[src/design/tuc_pkg.sv]
// Shared types, constants and the ones'-complement add for the TCP/UDP checksum engine.
// No dependencies; imported by tuc_finish and tcp_udp_checksum_engine.
package tuc_pkg;

  localparam int unsigned MaxPacketDef = 2048;

  // Byte counter width; the count saturates at its all-ones value
  localparam int PosW = 12;
  localparam logic [PosW-1:0] PosMax = '1;

  // Header byte offsets of interest
  localparam logic [PosW-1:0] PosIhl      = 12'd0;
  localparam logic [PosW-1:0] PosTotLenHi = 12'd2;
  localparam logic [PosW-1:0] PosTotLenLo = 12'd3;
  localparam logic [PosW-1:0] PosProto    = 12'd9;
  localparam logic [PosW-1:0] PosAddrFrst = 12'd12;
  localparam logic [PosW-1:0] PosAddrEnd  = 12'd20;

  // Checksum field offsets within the segment
  localparam logic [PosW-1:0] TcpCkOffHi = 12'd16;
  localparam logic [PosW-1:0] TcpCkOffLo = 12'd17;
  localparam logic [PosW-1:0] UdpCkOffHi = 12'd6;
  localparam logic [PosW-1:0] UdpCkOffLo = 12'd7;

  localparam logic [5:0] MinHdrLen = 6'd20;
  localparam logic [7:0] ProtoTcp  = 8'd6;
  localparam logic [7:0] ProtoUdp  = 8'd17;
  localparam logic [15:0] CkAllOnes = 16'hffff;

  typedef enum logic [1:0] {
    ST_TCP_OK = 2'd0,
    ST_UDP_OK = 2'd1,
    ST_OTHER  = 2'd2,
    ST_BAD    = 2'd3
  } status_t;

  // Packet state captured on the final byte
  typedef struct packed {
    logic [15:0]   sum;
    logic [7:0]    held;
    logic [3:0]    hwords;
    logic [15:0]   tot_len;
    logic [7:0]    proto;
    logic [PosW:0] rcvd;
  } tuc_snap_t;

  function automatic logic [15:0] oc_add(input logic [15:0] a, input logic [15:0] b);
    logic [16:0] s;
    s = {1'b0, a} + {1'b0, b};
    return s[15:0] + {15'b0, s[16]};
  endfunction

endpackage

[src/design/tuc_finish.sv]
// Final checksum fold, status decode and result register.
// Depends on tuc_pkg (snapshot struct, status codes, constants).
module tuc_finish import tuc_pkg::*; #(
  parameter int unsigned MAX_PACKET = MaxPacketDef
) (
  input  logic        clk,
  input  logic        rst_n,
  input  logic        snap_valid,
  input  tuc_snap_t   snap,
  output logic        snap_ready,
  output logic        out_valid,
  input  logic        out_stall,
  output logic [15:0] out_checksum,
  output logic [1:0]  out_status
);

  localparam logic [15:0] MaxLen = 16'(MAX_PACKET);

  logic        out_valid_r;
  logic [15:0] ck_r;
  status_t     status_r;

  logic [5:0]  hlen;
  logic        bad;
  logic [15:0] seg_len;
  logic [15:0] pad_word;
  logic [17:0] acc;
  logic [16:0] fold1;
  logic [15:0] fold2;
  logic [15:0] ck_nxt;
  status_t     status_nxt;

  assign snap_ready = !out_valid_r || !out_stall;

  always_comb begin
    hlen    = {snap.hwords, 2'b00};
    bad     = (hlen < MinHdrLen) || (snap.tot_len < {10'b0, hlen}) ||
              (snap.tot_len > MaxLen) || ({3'b0, snap.rcvd} < snap.tot_len);
    seg_len = snap.tot_len - {10'b0, hlen};
    // odd segment: last byte is the high half of a zero-padded word
    pad_word = seg_len[0] ? {snap.held, 8'h00} : 16'h0000;
    // four-operand end-around sum, folded twice
    acc   = {2'b00, snap.sum} + {2'b00, pad_word} + {10'b0, snap.proto} + {2'b00, seg_len};
    fold1 = {1'b0, acc[15:0]} + {15'b0, acc[17:16]};
    fold2 = fold1[15:0] + {15'b0, fold1[16]};
    ck_nxt     = 16'h0000;
    status_nxt = ST_BAD;
    if (!bad) begin
      if (snap.proto == ProtoTcp) begin
        status_nxt = ST_TCP_OK;
        ck_nxt     = ~fold2;
      end else if (snap.proto == ProtoUdp) begin
        status_nxt = ST_UDP_OK;
        ck_nxt     = (fold2 == CkAllOnes) ? CkAllOnes : ~fold2;
      end else begin
        status_nxt = ST_OTHER;
      end
    end
  end

  always_ff @(posedge clk) begin
    if (!rst_n) begin
      out_valid_r <= 1'b0;
    end else if (snap_ready) begin
      out_valid_r <= snap_valid;
    end
  end

  always_ff @(posedge clk) begin
    if (snap_valid && snap_ready) begin
      ck_r     <= ck_nxt;
      status_r <= status_nxt;
    end
  end

  assign out_valid    = out_valid_r;
  assign out_checksum = ck_r;
  assign out_status   = status_r;

endmodule

[src/design/tcp_udp_checksum_engine.sv]
// Top level of the TCP/UDP pseudo-header checksum engine: byte register, running sum, snapshot stage.
// Depends on tuc_pkg and tuc_finish.
//
//  channel | ports                                        | carries
//  --------+----------------------------------------------+--------------------------------
//  in      | in_valid, in_stall, in_packet_byte,          | one packet byte per item,
//          | in_final_byte                                | last flag on the final byte
//  out     | out_valid, out_stall, out_checksum,          | one result per packet,
//          | out_status                                   | after its final byte
//
// One byte per cycle sustained while in_stall is low. A byte is registered, then added into
// the running sum; a final byte's snapshot goes to the snapshot stage and from there is
// folded into the result register, which drives out_valid, out_checksum and out_status.
// Reset clears all packet state. A stalled result holds back the input only when the
// snapshot stage is also full and the byte register holds a final byte.
module tcp_udp_checksum_engine import tuc_pkg::*; #(
  parameter int unsigned MAX_PACKET = MaxPacketDef
) (
  input  logic        clk,
  input  logic        rst_n,
  input  logic        in_valid,
  output logic        in_stall,
  input  logic [7:0]  in_packet_byte,
  input  logic        in_final_byte,
  output logic        out_valid,
  input  logic        out_stall,
  output logic [15:0] out_checksum,
  output logic [1:0]  out_status
);

  // input register
  logic        s1_valid_r;
  logic [7:0]  s1_byte_r;
  logic        s1_final_r;

  // packet state
  logic [PosW-1:0] pos_r,    pos_nxt;
  logic [3:0]      hwords_r, hwords_nxt;
  logic [15:0]     tot_r,    tot_nxt;
  logic [7:0]      proto_r,  proto_nxt;
  logic [15:0]     sum_r,    sum_nxt;
  logic [7:0]      held_r,   held_nxt;

  // snapshot stage
  logic        s2_valid_r;
  tuc_snap_t   s2_snap_r;
  tuc_snap_t   snap_nxt;
  logic        s2_ready;

  logic            s1_go;
  logic            s2_free;
  logic [5:0]      hl;
  logic [PosW-1:0] seg_off;
  logic            addr_use;
  logic            seg_use;
  logic            ck_field;
  logic [7:0]      v;

  assign s2_free  = !s2_valid_r || s2_ready;
  assign s1_go    = s1_valid_r && (!s1_final_r || s2_free);
  assign in_stall = s1_valid_r && !s1_go;

  always_comb begin
    hwords_nxt = hwords_r;
    tot_nxt    = tot_r;
    proto_nxt  = proto_r;
    sum_nxt    = sum_r;
    held_nxt   = held_r;
    case (pos_r)
      PosIhl:      hwords_nxt = s1_byte_r[3:0];
      PosTotLenHi: tot_nxt    = {s1_byte_r, tot_r[7:0]};
      PosTotLenLo: tot_nxt    = {tot_r[15:8], s1_byte_r};
      PosProto:    proto_nxt  = s1_byte_r;
      default:     ;
    endcase

    hl       = {hwords_r, 2'b00};
    addr_use = (pos_r >= PosAddrFrst) && (pos_r < PosAddrEnd);
    seg_use  = (hl >= MinHdrLen) && (pos_r >= {6'b0, hl}) && ({4'b0, pos_r} < tot_r);
    seg_off  = pos_r - {6'b0, hl};
    // the segment's own checksum field counts as zero
    ck_field = ((proto_r == ProtoTcp) && (seg_off == TcpCkOffHi || seg_off == TcpCkOffLo)) ||
               ((proto_r == ProtoUdp) && (seg_off == UdpCkOffHi || seg_off == UdpCkOffLo));
    v = (seg_use && ck_field) ? 8'h00 : s1_byte_r;

    if (addr_use || seg_use) begin
      if (!pos_r[0]) begin
        held_nxt = v;
      end else begin
        sum_nxt = oc_add(sum_r, {held_r, v});
      end
    end

    pos_nxt = (pos_r != PosMax) ? pos_r + 1'b1 : pos_r;

    snap_nxt.sum     = sum_nxt;
    snap_nxt.held    = held_nxt;
    snap_nxt.hwords  = hwords_nxt;
    snap_nxt.tot_len = tot_nxt;
    snap_nxt.proto   = proto_nxt;
    snap_nxt.rcvd    = {1'b0, pos_r} + 1'b1;
  end

  always_ff @(posedge clk) begin
    if (!rst_n) begin
      s1_valid_r <= 1'b0;
    end else if (!in_stall) begin
      s1_valid_r <= in_valid;
    end
  end

  always_ff @(posedge clk) begin
    if (in_valid && !in_stall) begin
      s1_byte_r  <= in_packet_byte;
      s1_final_r <= in_final_byte;
    end
  end

  always_ff @(posedge clk) begin
    if (!rst_n) begin
      pos_r    <= '0;
      hwords_r <= '0;
      tot_r    <= '0;
      proto_r  <= '0;
      sum_r    <= '0;
      held_r   <= '0;
    end else if (s1_go) begin
      if (s1_final_r) begin
        pos_r    <= '0;
        hwords_r <= '0;
        tot_r    <= '0;
        proto_r  <= '0;
        sum_r    <= '0;
        held_r   <= '0;
      end else begin
        pos_r    <= pos_nxt;
        hwords_r <= hwords_nxt;
        tot_r    <= tot_nxt;
        proto_r  <= proto_nxt;
        sum_r    <= sum_nxt;
        held_r   <= held_nxt;
      end
    end
  end

  always_ff @(posedge clk) begin
    if (!rst_n) begin
      s2_valid_r <= 1'b0;
    end else if (s2_free) begin
      s2_valid_r <= s1_go && s1_final_r;
    end
  end

  always_ff @(posedge clk) begin
    if (s1_go && s1_final_r) begin
      s2_snap_r <= snap_nxt;
    end
  end

  tuc_finish #(
    .MAX_PACKET (MAX_PACKET)
  ) u_finish (
    .clk          (clk),
    .rst_n        (rst_n),
    .snap_valid   (s2_valid_r),
    .snap         (s2_snap_r),
    .snap_ready   (s2_ready),
    .out_valid    (out_valid),
    .out_stall    (out_stall),
    .out_checksum (out_checksum),
    .out_status   (out_status)
  );

  // error and other-protocol results carry a zero checksum
  a_nonok_zero_ck: assert property (@(posedge clk) disable iff (!rst_n)
    out_valid && (out_status == ST_OTHER || out_status == ST_BAD) |-> out_checksum == 16'h0000)
    else $error("non-ok result with nonzero checksum");

  // a UDP checksum is never sent as zero
  a_udp_nonzero: assert property (@(posedge clk) disable iff (!rst_n)
    out_valid && out_status == ST_UDP_OK |-> out_checksum != 16'h0000)
    else $error("UDP result with zero checksum");

  // packet state starts over after a final byte
  a_clear_after_final: assert property (@(posedge clk) disable iff (!rst_n)
    s1_go && s1_final_r |=> pos_r == '0 && sum_r == 16'h0000)
    else $error("packet state not cleared after final byte");

  // a final byte only leaves the input register when the snapshot stage can take it
  a_snap_no_overrun: assert property (@(posedge clk) disable iff (!rst_n)
    s2_valid_r && !s2_ready |=> s2_valid_r && $stable(s2_snap_r))
    else $error("held snapshot overwritten");

endmodule
[config.mk]
export PLATFORM = sky130hd
export DESIGN_NAME = tcp_udp_checksum_engine
export DESIGN_NICKNAME = d
export VERILOG_FILES = /design/src/design/tuc_pkg.sv /design/src/design/tuc_finish.sv /design/src/design/tcp_udp_checksum_engine.sv
export SDC_FILE = /design/constraint.sdc
export NUM_CORES = 1
export LEC_CHECK = 0
export ABC_AREA = 1
export BUFFER_PORTS_ARGS = -buffer_cell sky130_fd_sc_hd__buf_2
export CAP_MARGIN = 30
export CELL_PAD_IN_SITES_DETAIL_PLACEMENT = 1
export CELL_PAD_IN_SITES_GLOBAL_PLACEMENT = 1
export CORE_MARGIN = 1
export CORE_UTILIZATION = 49
export CTS_BUF_LIST = sky130_fd_sc_hd__clkbuf_4
export CTS_CLUSTER_DIAMETER = 80
export DETAILED_ROUTE_END_ITERATION = 12
export PLACE_DENSITY = 0.87
export SLEW_MARGIN = 10
export SYNTH_ARGS = -nofsm -noshare
export SYNTH_HDL_FRONTEND = slang
export SYNTH_HIERARCHICAL = 1
export SYNTH_SLANG_ARGS = --single-unit
[constraint.sdc]
create_clock -name clk -period 8.2 [get_ports clk]
set_input_delay 1.64 -clock clk [delete_from_list [all_inputs] [get_ports clk]]
set_output_delay 1.64 -clock clk [all_outputs]
set_load 0.05 [all_outputs]
==> run summary <==
status - complete, no violations
final setup violation count - 0
Routed Antenna Nets - 0
Max Fclk - 127 MHz
Final Cycle Share - 96.0%
ys async rst share - 0%
Hold WC Path Type - flop to flop
slowest cell on the critical path - fa_1
first-pass GRT wire length - 56200 um
DR WL/cell - 19.1 um
Setup WS post-layout - 0.328 ns
crit-path max cell delay - 0.53 ns
Pins Over Slew Limit - 0
Ports - 33
die width - 155 um
total number of yosys warnings - 6
row count - 55
post-DR vias/cell - 5.57
leading area contributor after synthesis - edfxtp_1
Final Hold Fails - 0
hold path start - tot_r[6]
Synth-to-Final Area Change - 9.13%
CTS clk-pin slew, worst paths - 0.19 ns
total gr overflow - 0
Slew @ Worst Pin - 1.12 ns
CP startpoint kind - flop
Layout Skew - 0.0367 ns
H-tree levels - 4
clock net sink count - 159
die height - 155 um
DR vias - 10698
Worst EP arrival - 8.27 ns
CORE AREA - 22800 um2
Relative slew margins - 23.6%
Total Nets Final - 1700
Critical Path Sink Type - flop
DP HPWL - 28200 um
Max IR drop VDD - 88.8 uV
Placer Congestion - 0.897
layout cells sized above 1 - 12.8%
final total power - 1830 uW
CP Data Required Time - 8.60 ns
number of synthesized flops with an enable pin - 92
max_cap viols - 0
first-pass iteration count of the detailed router - 5
DP Worst Slack - -0.188 ns
post-synthesis sequential area ratio - 35.7%
drt first-iter violations - 716
top-area cell type share of the netlist area - 24.0%
Synth cell types - 47
Worst-Skew Late Latency - 0.60 ns
Leak Pwr - 0.00559 uW
synthesized cell area - 11500 um2
Tot GR Track Use - 30.5%
CTS max path bufs - 2
reg2reg path depth - 48
worst hold stages - 2
Mapped Cells - 1550
hold buffers post-CTS - 0
ys flop type - edfxtp_1
CTS tree - yes
Seq cells post-synth - 159
die area - 24100 um2
Cell Pwr Density - 146 nW/um2
initial antenna violation count - 3
Synth Area per Inst - 7.41 um2
worst setup path start - s2_snap_r[25]
cell mode on critical path - nand2_1
Starting Density - 50.3%
Critical R2R Launch - s2_snap_r[25]
clock buffer count from CTS - 17
Setup CP Type - flop to flop
CTS Root Cell - clkbuf_4
syn_nets - 1656
ranking of synthesized cells by area - edfxtp_1 (24%), nand2_1 (15%), dfxtp_1 (12%), inv_1 (8.0%), ha_1 (7.8%)
vias in the first global route - 10936
min Tclk post-route - 7.87 ns
largest net degree at the start of global routing - 67
drt drc - 0
Port-buffer cells - 32
final WL - 36600 um
worst-path fanout max - 5
==> worst paths after layout <==
kind	endpoint	slack (ns)
max	u_finish/out_checksum[2]	0.33
max reg2reg	u_finish/out_checksum[2]	0.33
min	tot_r[6]	0.48
min reg2reg	tot_r[6]	0.48
==> metrics by stage <==
step | hold WS, ns | setup TNS (ns) | cell area (um2) | std cells | util (%)
after floorplan | 0.445 | 0 | 11500 | 1550 | -
after global placement | 0.452 | 0 | 11900 | 1871 | 52.3
after detailed placement | 0.458 | -0.247 | 11900 | 1871 | 52.3
after CTS | 0.480 | -0.0302 | 12300 | 1903 | 53.7
after global routing | 0.499 | -2.70 | 12500 | 1921 | 54.9
final | 0.477 | 0 | 12500 | 1921 | 54.9
==> Yosys cell counts, types with 6 or more instances <==
cell type / number
xnor2_1: 9
o21ai_1: 11
and2_1: 11
fa_1: 21
nor4_1: 7
inv_2: 9
nor3_1: 7
o21ai_0: 26
xor2_1: 30
nand3_1: 112
nor2_1: 101
edfxtp_1: 92
dfxtp_1: 67
nand4_1: 24
a21oi_2: 10
nor2_4: 12
o22ai_1: 16
ha_1: 72
a21oi_1: 105
inv_1: 244
nand2_2: 23
nor2_2: 7
o21ai_2: 8
nand2_1: 459
clkbuf_1: 14
a21boi_0: 6
==> per-layer routing <==
layer	vias to the layer above	track usage (%)	share of wire, %
li1	5096	-	-
met1	5228	37.9	43
met2	309	52.6	49
met3	63	5.40	5.8
met4	2	11.6	2.7
met5	-	0	0.036
==> critical path: cells and delay by family, from the launching register on <==
family,cells,cell delay [ns]
flip-flops,1,0.48
buffers and inverters,6,0.56
AND/OR/NAND/NOR,29,3.50
AO/OA/AOI/OAI,3,0.52
adder cells (fa/ha/maj),7,2.11
XOR/XNOR,3,0.48
==> timing repair <==
item,in CTS,in global routing
resized for setup,2,37
cloned,0,1
buffers inserted,0,15
pin swaps,0,13
setup endpoints to repair,14,16
==> power by group <==
part           internal [uW]  switching (uW)
Sequential               855            10.6
Combinational            121             325
Clock                    149             367
Total                   1130             703
==> layout make-up <==
type	instances	area (um2)
fillers	2975	10300
multi-input cells	1110	6460
flip-flops and latches	159	4100
inverters	253	950
well taps	313	392
repair buffers	53	322
clock inverters	15	189
clock buffers	17	128
diodes	1	2.50
==> logic make-up after synthesis <==
family | synth area share (%)
compound gates | 9.74
xor+xnor | 3.11
fa+ha+maj | 11.5
buf+inv | 9.56
flops | 35.7
simple gates | 30.4
==> flip-flops by register name (all words and copies together) (netlist names), 4 cells and up <==
name	count
tot_r	16
held_r	8
u_finish/out_checksum	16
sum_r	16
hwords_r	4
s2_snap_r	65
proto_r	8
s1_byte_r	8
pos_r	12
==> placed cells by master (no fill, tap or decap), types with 24 or more instances in the layout <==
master	count
edfxtp_1	92
nand4_1	24
inv_1	242
nand3_1	110
o21ai_0	24
ha_1	65
buf_2	32
nand2_1	455
xor2_1	28
nand2_2	27
nor2_1	90
dfxtp_1	67
a21oi_1	101
No activity file was read; power rests on OpenSTA's default activity.
